### src/rtl/core/ppam_pkg.sv
package ppam_pkg;

   // Coordinate width is fixed by the payload fields
   localparam int COORD_BITS   = 12;
   localparam int SIZE_BITS    = COORD_BITS + 1;
   localparam int CSR_IDX_BITS = 3;

   // Register indexes on the csr port
   typedef enum logic [CSR_IDX_BITS-1:0] {
      CSR_ROW0   = 3'd0,
      CSR_ROW1   = 3'd1,
      CSR_ROW2   = 3'd2,
      CSR_WIDTH  = 3'd3,
      CSR_HEIGHT = 3'd4,
      CSR_DIR    = 3'd5,
      CSR_SPARE  = 3'd7    // no register behind it, writes are dropped
   } ppam_csr_type;

   localparam logic DIR_INVERSE = 1'b1;

   typedef struct packed {
      logic [COORD_BITS-1:0] pixel_row;
      logic [COORD_BITS-1:0] pixel_col;
   } ppam_req_type;

   typedef struct packed {
      logic [COORD_BITS-1:0] mapped_row;
      logic [COORD_BITS-1:0] mapped_col;
      logic                  write_zero;
      logic                  denom_zero;
   } ppam_rsp_type;

   // Saturation flags that ride along the divider
   typedef struct packed {
      logic col_hi;
      logic col_lo;
      logic row_hi;
      logic row_lo;
      logic denom_zero;
   } ppam_side_type;

endpackage

### src/rtl/core/ppam_proj.sv
module ppam_proj import ppam_pkg::*; #(
   parameter int CW = 21,
   parameter int PW = CW + COORD_BITS + 2
) (
   input  logic               clock,
   input  logic               reset,
   input  logic               en,
   input  logic               in_vld,
   input  ppam_req_type       in_data,
   input  logic [3*CW-1:0]    coef0,
   input  logic [3*CW-1:0]    coef1,
   input  logic [3*CW-1:0]    coef2,
   output logic               out_vld,
   output logic [PW-1:0]      out_abs_col,
   output logic [PW-1:0]      out_abs_row,
   output logic [PW-1:0]      out_abs_den,
   output ppam_side_type      out_side
);

   localparam int PRW = CW + COORD_BITS + 1;

   logic [3*CW-1:0]        coef_row [3];
   logic signed [PRW-1:0]  prod_in  [3][3];
   logic signed [PRW-1:0]  prod_ff  [3][3];
   logic signed [PW-1:0]   sum_in   [3];
   logic signed [PW-1:0]   sum_ff   [3];
   logic [2:0]             vld_ff;
   logic [PW-1:0]          abs_col_ff, abs_row_ff, abs_den_ff;
   ppam_side_type          side_in, side_ff;
   logic signed [COORD_BITS:0] col_s, row_s;

   assign coef_row[0] = coef0;
   assign coef_row[1] = coef1;
   assign coef_row[2] = coef2;
   assign col_s = $signed({1'b0, in_data.pixel_col});
   assign row_s = $signed({1'b0, in_data.pixel_row});

   // stage 1: six products and the constant terms
   always_comb begin
      for (int r = 0; r < 3; r++) begin
         prod_in[r][0] = $signed(coef_row[r][0 +: CW]) * col_s;
         prod_in[r][1] = $signed(coef_row[r][CW +: CW]) * row_s;
         prod_in[r][2] = PRW'($signed(coef_row[r][2*CW +: CW]));
      end
   end

   // stage 2: projective terms
   always_comb begin
      for (int r = 0; r < 3; r++) begin
         sum_in[r] = $signed({{(PW-PRW){prod_ff[r][0][PRW-1]}}, prod_ff[r][0]})
                   + $signed({{(PW-PRW){prod_ff[r][1][PRW-1]}}, prod_ff[r][1]})
                   + $signed({{(PW-PRW){prod_ff[r][2][PRW-1]}}, prod_ff[r][2]});
      end
   end

   // stage 3: sign handling, saturation cases
   always_comb begin
      side_in.denom_zero = (sum_ff[2] == '0);
      side_in.col_hi = side_in.denom_zero && !sum_ff[0][PW-1] && (sum_ff[0] != '0);
      side_in.row_hi = side_in.denom_zero && !sum_ff[1][PW-1] && (sum_ff[1] != '0);
      side_in.col_lo = side_in.denom_zero ? !side_in.col_hi
                                          : (sum_ff[0][PW-1] != sum_ff[2][PW-1]);
      side_in.row_lo = side_in.denom_zero ? !side_in.row_hi
                                          : (sum_ff[1][PW-1] != sum_ff[2][PW-1]);
   end

   always_ff @(posedge clock) begin
      if (reset) begin
         vld_ff <= '0;
      end else if (en) begin
         vld_ff <= {vld_ff[1:0], in_vld};
      end
   end

   always_ff @(posedge clock) begin
      if (en) begin
         prod_ff    <= prod_in;
         sum_ff     <= sum_in;
         abs_col_ff <= sum_ff[0][PW-1] ? PW'(-sum_ff[0]) : sum_ff[0];
         abs_row_ff <= sum_ff[1][PW-1] ? PW'(-sum_ff[1]) : sum_ff[1];
         abs_den_ff <= sum_ff[2][PW-1] ? PW'(-sum_ff[2]) : sum_ff[2];
         side_ff    <= side_in;
      end
   end

   assign out_vld     = vld_ff[2];
   assign out_abs_col = abs_col_ff;
   assign out_abs_row = abs_row_ff;
   assign out_abs_den = abs_den_ff;
   assign out_side    = side_ff;

endmodule

### config.mk
export PLATFORM = sky130hd
export DESIGN_NAME = ppam_proj
export DESIGN_NICKNAME = d
export VERILOG_FILES = /design/src/rtl/core/ppam_pkg.sv /design/src/rtl/core/ppam_proj.sv
export SDC_FILE = /design/constraint.sdc
export NUM_CORES = 2
export LEC_CHECK = 0
export BUFFER_PORTS_ARGS = -buffer_cell sky130_fd_sc_hd__buf_4
export CORE_MARGIN = 2
export CORE_UTILIZATION = 65
export DETAILED_ROUTE_END_ITERATION = 7
export PLACE_DENSITY_LB_ADDON = 0.25
export SLEW_MARGIN = 5
export SYNTH_ARGS = -nofsm -noshare
export SYNTH_HDL_FRONTEND = slang
export SYNTH_SLANG_ARGS = --single-unit
### constraint.sdc
create_clock -name clock -period 9.4 [get_ports clock]
set_clock_uncertainty 0.15 [all_clocks]
set_input_delay 2.35 -clock clock [delete_from_list [all_inputs] [get_ports clock]]
set_output_delay 2.35 -clock clock [all_outputs]
set_load 0.01 [all_outputs]
# After elaboration in Yosys (flattened, before gate mapping)

Cells that the tools add are included.

$add $sub $neg: 9
Multipliers: 6
Equal/unequal tests: 2
Muxes and demuxes: 5
Reduce and logical (&&, ||, !) cells: 11

Operators by type and width:

| operator                                       | number |
|---|---|
| 21-bit by 13-bit multiplier with 34-bit output | 6 |
| 34-bit by 34-bit adder with 35-bit output      | 3 |
| 35-bit by 21-bit adder with 35-bit output      | 3 |
| 35-bit negation                                | 3 |
| 34-bit 2-to-1 mux                              | 3 |
| 35-bit nonzero test                            | 2 |
| 35-bit zero test                               | 1 |
| 1-bit logical AND                              | 4 |
| 1-bit zero test                                | 4 |
| 1-bit 2-to-1 mux                               | 2 |
| 1-bit inequality test                          | 2 |

Flip-flop bits (word level): 485
Input port bits: 217
Output and inout bits: 111
Word-level logic and storage cells: 57

# Depth between registers and ports, before layout

Word-level depth: 5
Depth in mapped cells: 24
Depth with buffers taken out: 22

# Worst setup path after synthesis

No wires, ideal clock.

Kind: input-to-reg
Start point: input in_data[16] in the netlist's numbering
End point: register prod_ff[169] in the netlist's numbering, data pin
Arrival time: 8.165 ns
Required time: 8.990 ns
Setup slack: 0.825 ns
Cell stages on the path: 22
Cells stage by stage: clkbuf_1 > clkbuf_1 > nand2_1 > fa_1 > fa_1 > inv_1 > fa_1 > fa_1 > inv_1 > fa_1 > inv_1 > ha_1 > a21o_1 > a21o_1 > a221o_1 > a32o_1 > o41a_1 > a32o_1 > or4_1 > a31o_1 > a21oi_1 > xnor2_1

RTL lines:

| item                   | line            | source |
|---|---|---|
| start: declaration     | ppam_proj.sv:9  | `input ppam_req_type in_data,` |
| end signal: assignment | ppam_proj.sv:77 | `prod_ff <= prod_in;` |
| end: declaration       | ppam_proj.sv:24 | `logic signed [PRW-1:0] prod_ff [3][3];` |

==> flow_summary.ini <==
[status]
status = complete, no violations

[routing]
drtAntennaViolNets = 0
via_per_inst = 5.60
num_vias = 55000
first_iter_violations = 3687
wl_per_cell_um = 19.0
detail_route.first_pass.iterations = 5
drt-total-wl_mm = 187
drc = 0

[clock_tree]
post-cts-setup-buffer-count = 0
cts_sinks = 485
clock_latency_ns = 0.66
cts_buffers = 54
clkTransAtPathRegs_ns = 0.06
clockRootBuffer = clkbuf_16
htree_levels = 2
cts_hold_buf = 0
cts_tree = yes
clk_path_buf_depth = 3
ctsResizeCount = 0

[finish]
postLayoutCellArea_um2 = 84100
area_growth_pct = 7.38
nets = 10400
layout-drive-gt1-share = 0.0617
fin_cells = 9828
final_common_cell = inv_1
final_cell_mix = 1945 x inv_1, 1473 x fa_1, 921 x nand2_1

[sta]
rsz0062_at_grt = false
slew_viol_final = 0
fmax_mhz = 119
final_hold_viol_count = 0
worstMarginPinSlew_ns = 1.15
finalCriticalPeriod_ns = 8.40
finalSetupViolations = 0
max_slew_margin = 0.234
fin_crit_sh = 0.894
tns_ns = 0

[logic_synthesis]
synth_seq_cells = 485
synthesis.nets = 10300
synth_edf_count = 482
syn_avg_cell_area_um2 = 9.76
syn_area_um2 = 78300
synth_cell_types = 82
seq_area_frac_synth = 0.186
synthCells = 8021
postSynth.asyncResetShare = 0
synth-main-ff-cell = edfxtp_1
ys_warn_count = 0

[critical_path]
cp_slowest_cell = fa_1
crit_arrival_ns = 8.61
path_class = in -> reg
rrSetupSlack_ns = 4.26
critPathMaxFanout = 42
crit_family = adder cells
cp-end-kind = flip-flop
required_ns = 9.61
cp_cell_sequence = buf_4 > buf_4 > nand2_1 > fa_1 > fa_1 > inv_1 > fa_1 > fa_1 > inv_1 > fa_1 > inv_1 > ha_1 > a21oi_1 > o21ai_0 > a31oi_1 > o21ai_1 > a221o_1 > a21o_1 > a211oi_1 > o41ai_1 > a21oi_1 > xnor2_1
critPathLaunchType = input port
path_common_cell = fa_1
max_stage_delay_ns = 0.57
path_buf_inv = 5

[placed_design]
routabilityCongestion = 0.959
dpl_cell_area_um2 = 82000
dp_hpwl_mm = 150
io_buffers = 327
dp_cells = 9698

[floorplan]
pin_count = 328
chipHeight_um = 351
start_util = 0.654
die_x_um = 351
dieArea_um2 = 123000
coreArea_um2 = 120000
num_rows = 127

[global_route]
grt_pass1_vias = 59100
grt_pass1_wl_mm = 306
grt_max_degree = 155
overflow = 0
antenna_found_initial = 32
gr-usage-all-layers = 0.319

[flow_run]
cap_violations = 0

[hold_path]
hold_class = reg -> reg
[cell type report]
type / count / area (µm²)
antenna: 28 / 70.1
sequential: 485 / 14500
clock buffer: 59 / 1400
multi-input combinational: 5282 / 55300
fill: 9030 / 35600
timing repair buffer: 373 / 2860
clock inverter: 43 / 588
inverter: 1946 / 7300
tap: 1612 / 2020
[routing by layer]
metal	vias to the layer above	share of wire	track usage
met5	-	0.00037	0
met4	10	0.062	0.175
met3	527	0.065	0.0405
met2	2096	0.49	0.538
met1	27800	0.38	0.402
li1	24600	-	-
[per-stage QoR]
stage / utilization / worst slack, ns / hold slack (ns)
final: 0.703 / 0.995 / 0.353
after global routing: 0.703 / 0.763 / 0.364
after CTS: 0.702 / 1.11 / 0.354
after detailed placement: 0.686 / 0.494 / 0.335
after global placement: 0.686 / 0.606 / 0.325
after floorplan: - / 0.825 / 0.300
[worst paths after layout]
check | depth (start not counted) | to | startpoint
hold / removal | 2 | vld_ff[2] | vld_ff[1]
hold reg to reg | 2 | vld_ff[2] | vld_ff[1]
setup / recovery | 22 | prod_ff[67] | in_data[16]
setup reg to reg | 12 | sum_ff[34] | prod_ff[84]
[tightest hold or removal path, stage by stage, from the launching register on]
cell and delay [ns]:
dfxtp_1 0.32, mux2i_1 0.07, nor2_1 0.07
[flip-flops by register name, indices dropped and copies added (netlist names)]
register	cells
out_abs_row	35
out_abs_den	35
prod_ff	267
out_abs_col	35
sum_ff	105
vld_ff	3
out_side	5
[cell families after synthesis]
logic type	after synthesis	share of synthesized area
DFF	485	0.186
buffers and inverters	2254	0.108
AOI/OAI and AO/OA	746	0.0614
xor gates and xnor gates	374	0.0418
muxes	7	0.000911
adders and majority gates	2037	0.467
and+or+nand+nor	2118	0.136
[synth_stat cells, types with 16 or more instances]
master,number,area [µm²]
o21a_1,38,285
a21oi_1,240,1200
nand3_1,53,265
fa_1,1473,29500
o21ai_1,38,190
clkbuf_1,306,1150
and2_1,741,4640
a21o_1,111,833
nand2_1,921,3460
edfxtp_1,482,14500
nand2b_1,32,200
o31ai_1,42,315
xor2_1,57,499
a211oi_1,20,150
nand4_1,17,106
nor3_1,39,195
or3_1,16,100
ha_1,564,7060
nor2_1,149,559
o21ai_0,95,475
o21bai_1,35,263
nor2b_1,37,231
and3_1,36,225
inv_1,1945,7300
xnor2_1,317,2780
or4_1,23,173
Power is left out: the tool's default activity adds up to more than one toggle a clock period on the data nets, which glitch-free logic cannot reach.
