[config.mk]
export PLATFORM = sky130hd
export DESIGN_NAME = ppam_div_step
export DESIGN_NICKNAME = d
export VERILOG_FILES = /design/src/rtl/core/ppam_pkg.sv /design/src/rtl/core/ppam_div_step.sv
export SDC_FILE = /design/constraint.sdc
export NUM_CORES = 1
export LEC_CHECK = 0
export ABC_AREA = 1
export BUFFER_PORTS_ARGS = -buffer_cell sky130_fd_sc_hd__buf_4
export CAP_MARGIN = 20
export CORE_ASPECT_RATIO = 1.4
export CORE_MARGIN = 2
export CORE_UTILIZATION = 49
export CTS_CLUSTER_DIAMETER = 150
export CTS_CLUSTER_SIZE = 8
export DETAILED_ROUTE_END_ITERATION = 8
export GPL_ROUTABILITY_DRIVEN = 0
export PLACE_DENSITY_LB_ADDON = 0.05
export SKIP_LAST_GASP = 1
export SLEW_MARGIN = 0
export SYNTH_ARGS = -nofsm -noshare
export SYNTH_HDL_FRONTEND = slang
export SYNTH_SLANG_ARGS = --single-unit
[constraint.sdc]
create_clock -name clock -period 1.9 [get_ports clock]
set_clock_uncertainty 0.05 [all_clocks]
set_input_delay 0.285 -clock clock [delete_from_list [all_inputs] [get_ports clock]]
set_output_delay 0.285 -clock clock [all_outputs]
set_load 0.01 [all_outputs]
[src/rtl/core/ppam_pkg.sv]
package ppam_pkg;

   // Coordinate width is fixed by the payload fields
   localparam int COORD_BITS   = 12;
   localparam int SIZE_BITS    = COORD_BITS + 1;
   localparam int CSR_IDX_BITS = 3;

   // Register indexes on the csr port
   typedef enum logic [CSR_IDX_BITS-1:0] {
      CSR_ROW0   = 3'd0,
      CSR_ROW1   = 3'd1,
      CSR_ROW2   = 3'd2,
      CSR_WIDTH  = 3'd3,
      CSR_HEIGHT = 3'd4,
      CSR_DIR    = 3'd5,
      CSR_SPARE  = 3'd7    // no register behind it, writes are dropped
   } ppam_csr_type;

   localparam logic DIR_INVERSE = 1'b1;

   typedef struct packed {
      logic [COORD_BITS-1:0] pixel_row;
      logic [COORD_BITS-1:0] pixel_col;
   } ppam_req_type;

   typedef struct packed {
      logic [COORD_BITS-1:0] mapped_row;
      logic [COORD_BITS-1:0] mapped_col;
      logic                  write_zero;
      logic                  denom_zero;
   } ppam_rsp_type;

   // Saturation flags that ride along the divider
   typedef struct packed {
      logic col_hi;
      logic col_lo;
      logic row_hi;
      logic row_lo;
      logic denom_zero;
   } ppam_side_type;

endpackage

[src/rtl/core/ppam_div_step.sv]
module ppam_div_step import ppam_pkg::*; #(
   parameter int PW = 35,
   parameter int SH = 0
) (
   input  logic                clock,
   input  logic                reset,
   input  logic                en,
   input  logic                in_vld,
   input  logic [PW-1:0]       in_rcol,
   input  logic [PW-1:0]       in_rrow,
   input  logic [PW-1:0]       in_den,
   input  logic [COORD_BITS:0] in_qcol,
   input  logic [COORD_BITS:0] in_qrow,
   input  ppam_side_type       in_side,
   output logic                out_vld,
   output logic [PW-1:0]       out_rcol,
   output logic [PW-1:0]       out_rrow,
   output logic [PW-1:0]       out_den,
   output logic [COORD_BITS:0] out_qcol,
   output logic [COORD_BITS:0] out_qrow,
   output ppam_side_type       out_side
);

   localparam int EW = PW + COORD_BITS;

   logic [EW-1:0]       dsh, rcol_x, rrow_x;
   logic                take_col, take_row;
   logic                vld_ff;
   logic [PW-1:0]       rcol_in, rrow_in, rcol_ff, rrow_ff, den_ff;
   logic [COORD_BITS:0] qcol_in, qrow_in, qcol_ff, qrow_ff;
   ppam_side_type       side_ff;

   // one restoring step per lane at weight 2^SH
   always_comb begin
      dsh      = EW'(in_den) << SH;
      rcol_x   = EW'(in_rcol);
      rrow_x   = EW'(in_rrow);
      take_col = (rcol_x >= dsh);
      take_row = (rrow_x >= dsh);
      rcol_in  = take_col ? PW'(rcol_x - dsh) : in_rcol;
      rrow_in  = take_row ? PW'(rrow_x - dsh) : in_rrow;
      qcol_in  = in_qcol;
      qrow_in  = in_qrow;
      qcol_in[SH] = take_col;
      qrow_in[SH] = take_row;
   end

   always_ff @(posedge clock) begin
      if (reset) begin
         vld_ff <= 1'b0;
      end else if (en) begin
         vld_ff <= in_vld;
      end
   end

   always_ff @(posedge clock) begin
      if (en) begin
         rcol_ff <= rcol_in;
         rrow_ff <= rrow_in;
         den_ff  <= in_den;
         qcol_ff <= qcol_in;
         qrow_ff <= qrow_in;
         side_ff <= in_side;
      end
   end

   assign out_vld  = vld_ff;
   assign out_rcol = rcol_ff;
   assign out_rrow = rrow_ff;
   assign out_den  = den_ff;
   assign out_qcol = qcol_ff;
   assign out_qrow = qrow_ff;
   assign out_side = side_ff;

endmodule

### After elaboration in Yosys (flattened, before gate mapping)

Index checks and enable logic that the tools add are counted.

| word-level totals | value |
|---|---|
| flip-flop bits (word level) | 137 |
| bits in latches | 0 |
| memory bits (writable) | 0 |
| ROM bits | 0 |
| input bits | 140 |
| output and inout port bits | 137 |
| logic and storage cells | 17 |
| memories kept | 0 |

| operators by class | value |
|---|---|
| $add $sub $neg | 2 |
| multipliers | 0 |
| divide/modulo/power cells | 0 |
| order comparisons | 2 |
| eq/ne operators | 0 |
| shifts and indexed selects | 0 |
| mux-type cells | 2 |
| bitwise gates (word level) | 0 |
| reduce and logical (&&, ||, !) cells | 0 |

Operator list:

| operator | number |
|---|---|
| $ge A35 B35 Y1 | 2 |
| $mux W35 | 2 |
| $sub A35 B35 Y35 | 2 |

### Logic depth before layout (Yosys ltp)

| depth | value |
|---|---|
| word-level depth | 2 |
| depth in mapped cells | 16 |

### Worst setup path before layout

No wires, ideal clock.

| path | value |
|---|---|
| path kind | input port to flip-flop |
| start point | in in_den[14] |
| end point | reg rrow_ff[17], in the netlist out_rrow[17], data pin |
| library setup time | 0.252 ns |
| arrival time | 1.739 ns |
| setup slack | -0.141 ns |
| stages on the path | 16 |
| buffers on the path | 2 |
| cells stage by stage | inv_1 ha_1 nand2_1 inv_1 nand2_1 nand2_1 nand2_1 nand2_1 a21oi_1 nand2_1 nand2_1 nand2_2 buf_6 buf_12 nand2_2 nand2_2 |

| between the ends | value |
|---|---|
| cells in the longest elaborated chain, start to end | 2 |

RTL lines:

| item | line | RTL |
|---|---|---|
| from (decl) | ppam_div_step.sv:11 | `input logic [PW-1:0] in_den,` |
| $sub A35 B35 Y35 or $ge A35 B35 Y1 (tied branches) | ppam_div_step.sv:41, ppam_div_step.sv:39 |  |
| $mux W35 (*) | ppam_div_step.sv:41 | `rrow_in = take_row ? PW'(rrow_x - dsh) : in_rrow;` |
| net rrow_in[17] | ppam_div_step.sv:29 | `logic [PW-1:0] rcol_in, rrow_in, rcol_ff, rrow_ff, den_ff;` |
| to (signal assigned) | ppam_div_step.sv:59 | `rrow_ff <= rrow_in;` |
| to (decl) | ppam_div_step.sv:29 |  |

The timed path passes the listed nets; every way through them passes the cells marked *.
A chain may end at the register's enable or synchronous reset.

### Worst setup path after layout

| path | value |
|---|---|
| start point | in in_den[5] |
| end point | reg rrow_ff[10], in the netlist out_rrow[10], data pin |

Same word-level chain as after synthesis.

==> impl_metrics.yaml <==
status:
  status: "finished, violations left"
  failed_checks: "negative setup slack"
die:
  die_x_um: 127.8
  start_util: 0.4974
  die_y_um: 177.3
  ios: 277
  core-area_mm2: 0.02113
  die_area_mm2: 0.02265
  num_rows: 63
global_route:
  grt_max_degree: 39
  grt_overflow: 0
  grt_usage: 0.3451
  antenna_found_initial: 0
  grt_pass1_vias: 11560
  grt_pass1_wl_um: 59060
power:
  internal_power_w: 0.008160
  power_w: 0.01251
  peakVddDrop_mv: 0.6687
  p_leak_nw: 9.033
  combinationalPowerShare: 0.403
  swShare: 0.3479
  power_density_mw_per_mm2: 710.4
  p_sw_w: 0.004353
  seqPwrFrac: 0.311
  power_frac_clock: 0.286
timing:
  fin_crit_sh: 1.150
  worst_pin_slew_ps: 442.0
  maxSlewViolCount: 0
  fin_crit_ps: 2185
  rsz0062_at_grt: "yes"
  max-slew-margin-rel: 0.7022
  setup_viol: 70
  clock.fmax_mhz: 457.7
  setup_ws_ps: -284.8
  finalHoldViolCount: 0
logic_synthesis:
  syn-cell-area_mm2: 0.01051
  synthSimpleGateAreaFrac: 0.3406
  yosysWarnings: 0
  yosys_most_used_dff: "edfxtp_1"
  synthAdderAreaFrac: 0.08716
  synth_top_family_by_area: "simple AND/OR/NAND/NOR gates"
  synth_xor_area_frac: 0.03001
  syn_nets: 1661
  yosysSeqAreaShare: 0.3906
  synth-seq-cells: 137
  postSynthCellCount: 1449
  synth-compound-area-share: 0.04120
  synthMuxAreaShare: 0.0009526
  avgSynthCellArea_um2: 7.252
  async_flop_share: 0
  yosysUniqueCellTypes: 31
  synth-edff-count: 136
drt:
  drt-wirelength-per-cell_um: 20.10
  finalWirelength_um: 46910
  initialDrtViolationCount: 1104
  met2_length_um: 22890
  wl_met3_um: 4224
  drt-met1-wl_um: 15640
  routed.top_layer: "met4"
  viasPerCell: 5.431
  drc: 0
  ant_nets: 0
  drtPass1Iterations: 6
  vias: 12680
min_path:
  hold_class: "input pin to flip-flop"
cells_and_area:
  area_growth_pct: 67.64
  fin_cells: 2334
  drive_above_1_share: 0.4151
  final_core_util: 0.8338
  n_antenna_cell: 0
  finalInstanceArea_mm2: 0.01761
  nets: 2273
placed_design:
  post_dp_cell_area_mm2: 0.01512
  dpl.hpwl_um: 29690
  place_ws_ps: -587.5
  port_buffers: 274
  dp_cells: 2211
critical_path:
  cp_max_fo: 9
  timing.rr.end: "out_vld"
  crit_end: "out_rrow[10]"
  endpoint_kind: "flip-flop"
  r2r_setup_slack_ps: 1200
  worstSetupPathType: "input pin to flip-flop"
  cp.arrival_ps: 2330
  worstReg2RegStart: "out_vld"
  setup.worst_path.start: "in_den[5]"
  reg2reg_depth: 2
  crit_path_start_kind: "input pin"
  cp.required_ps: 2040
clocking:
  cts_buffers: 17
  path_clk_slew_ps: 60
  clock_path_buffers: 2
  htreeDepth: 4
  cts_tree: "done"
  root_buffer: "clkbuf_16"
  clock-sinks: 137
  clk_latency_ps: 450
run:
  drv_cap: 0
layout make-up:
class                           instances  area [µm²]
Multi-Input combinational cell       1035        6475
Timing Repair Buffer                  607        5047
Sequential cell                       137        4104
Fill cell                            1244        3511
Inverter                              263        1052
Clock buffer                           19       452.9
Tap cell                              260       325.3
Clock inverter                         13       157.7
cell usage after synthesis, types with 7 or more instances:
master / number / share of area
inv_2: 8 / 0.0029
edfxtp_1: 136 / 0.39
a21oi_1: 50 / 0.024
nand3_1: 59 / 0.028
o21ai_0: 25 / 0.012
nor3_1: 8 / 0.0038
nand2_2: 34 / 0.020
nand2_1: 583 / 0.21
xor2_1: 34 / 0.028
nand3b_1: 8 / 0.0057
nand3_2: 23 / 0.022
nor2_1: 103 / 0.037
nor2_2: 12 / 0.0071
ha_1: 70 / 0.083
inv_1: 253 / 0.090
nand4_1: 7 / 0.0042
metrics by stage:
stage          TNS, ps  hold WS (ps)
5_1_grt         -16410         14.97
3_5_place_dp    -36510         400.7
4_1_cts         -455.0         5.346
2_1_floorplan    -3227         307.4
6_report        -10720         21.66
3_3_place_gp    -33570         394.5
state kept, by name, summed over array words and instances, names as in the netlist:
signal / flops
out_den: 35
out_qcol: 13
out_qrow: 13
out_rcol: 35
out_rrow: 35
out_side: 5
out_vld: 1
metal layers:
metal  GRT usage  vias to the layer above
met3     0.06590                      296
li1            -                     5761
met4      0.2262                        0
met1      0.3580                     5782
met5           0                        -
met2      0.6279                      837
worst min path at each step:
stage | from | end | slack [ps] | cells past startpoint
2_1_floorplan | reset | out_vld | 310 | 1
3_3_place_gp | reset | out_vld | 390 | 2
3_5_place_dp | reset | out_vld | 400 | 2
4_1_cts | in_den[10] | out_den[10] | 5 | 1
5_1_grt | in_den[14] | out_den[14] | 10 | 1
6_report | in_den[14] | out_den[14] | 20 | 1
cell usage in the layout (no fill, tap or decap), types with 6 or more instances in the layout:
cell type / instances
buf_4: 516
nand2_1: 487
inv_1: 235
edfxtp_1: 136
nand2_2: 98
nor2_1: 79
dlygate4sd3_1: 59
nand3_1: 51
ha_4: 47
a21oi_1: 44
xor2_1: 34
nand2_4: 30
nand3_2: 29
clkbuf_16: 25
nor2_2: 23
o21ai_0: 22
ha_1: 22
nor2_4: 14
clkinvlp_4: 13
inv_2: 13
buf_12: 12
buf_6: 10
nor3_1: 8
nand3b_1: 8
nand4_1: 7
o21bai_1: 6
inv_6: 6
kinds of logic (layout without fill, tap and decap cells):
logic type | after synthesis | after routing
buffers and inverters | 277 | 902
AO/OA/AOI/OAI | 83 | 83
AND/OR/NAND/NOR | 843 | 843
flip-flops | 137 | 137
XOR/XNOR | 36 | 36
multiplexers | 1 | 1
adder cells (fa/ha/maj) | 72 | 72
repair_timing:
item                                    in CTS  in global routing
hold buffers                                57                  2
pin swaps                                   13                 54
endpoints found under the setup margin      55                 72
buffers inserted                            11                 13
cloned                                       1                  9
resized for setup                           31                195
hold endpoints to repair                    57                  2
worst max-delay path, stage by stage:
cell and delay [ps]:
buf_4 110, clkinvlp_4 180, ha_4 350, nand2_2 90
inv_2 50, nand2_1 40, nand2_1 130, nand2_2 100
nand3_4 120, nand2_2 70, nand2_2 90, nand2_4 70
nand2_8 130, inv_8 70, buf_12 150, nand2_1 180
nand2_1 90
power groups by stage:
| stage | registers (W) | logic (W) | clock network (W) |
|---|---|---|---|
| 3_5_place_dp | 0.00392 | 0.00408 | 0 |
| 3_3_place_gp | 0.00392 | 0.00401 | 0 |
| 6_report | 0.00389 | 0.00505 | 0.00358 |
| 4_1_cts | 0.00386 | 0.00433 | 0.00353 |
| 2_1_floorplan | 0.00410 | 0.00184 | 0 |
| 5_1_grt | 0.00391 | 0.00533 | 0.00368 |
No activity file was read; power rests on OpenSTA's default activity.
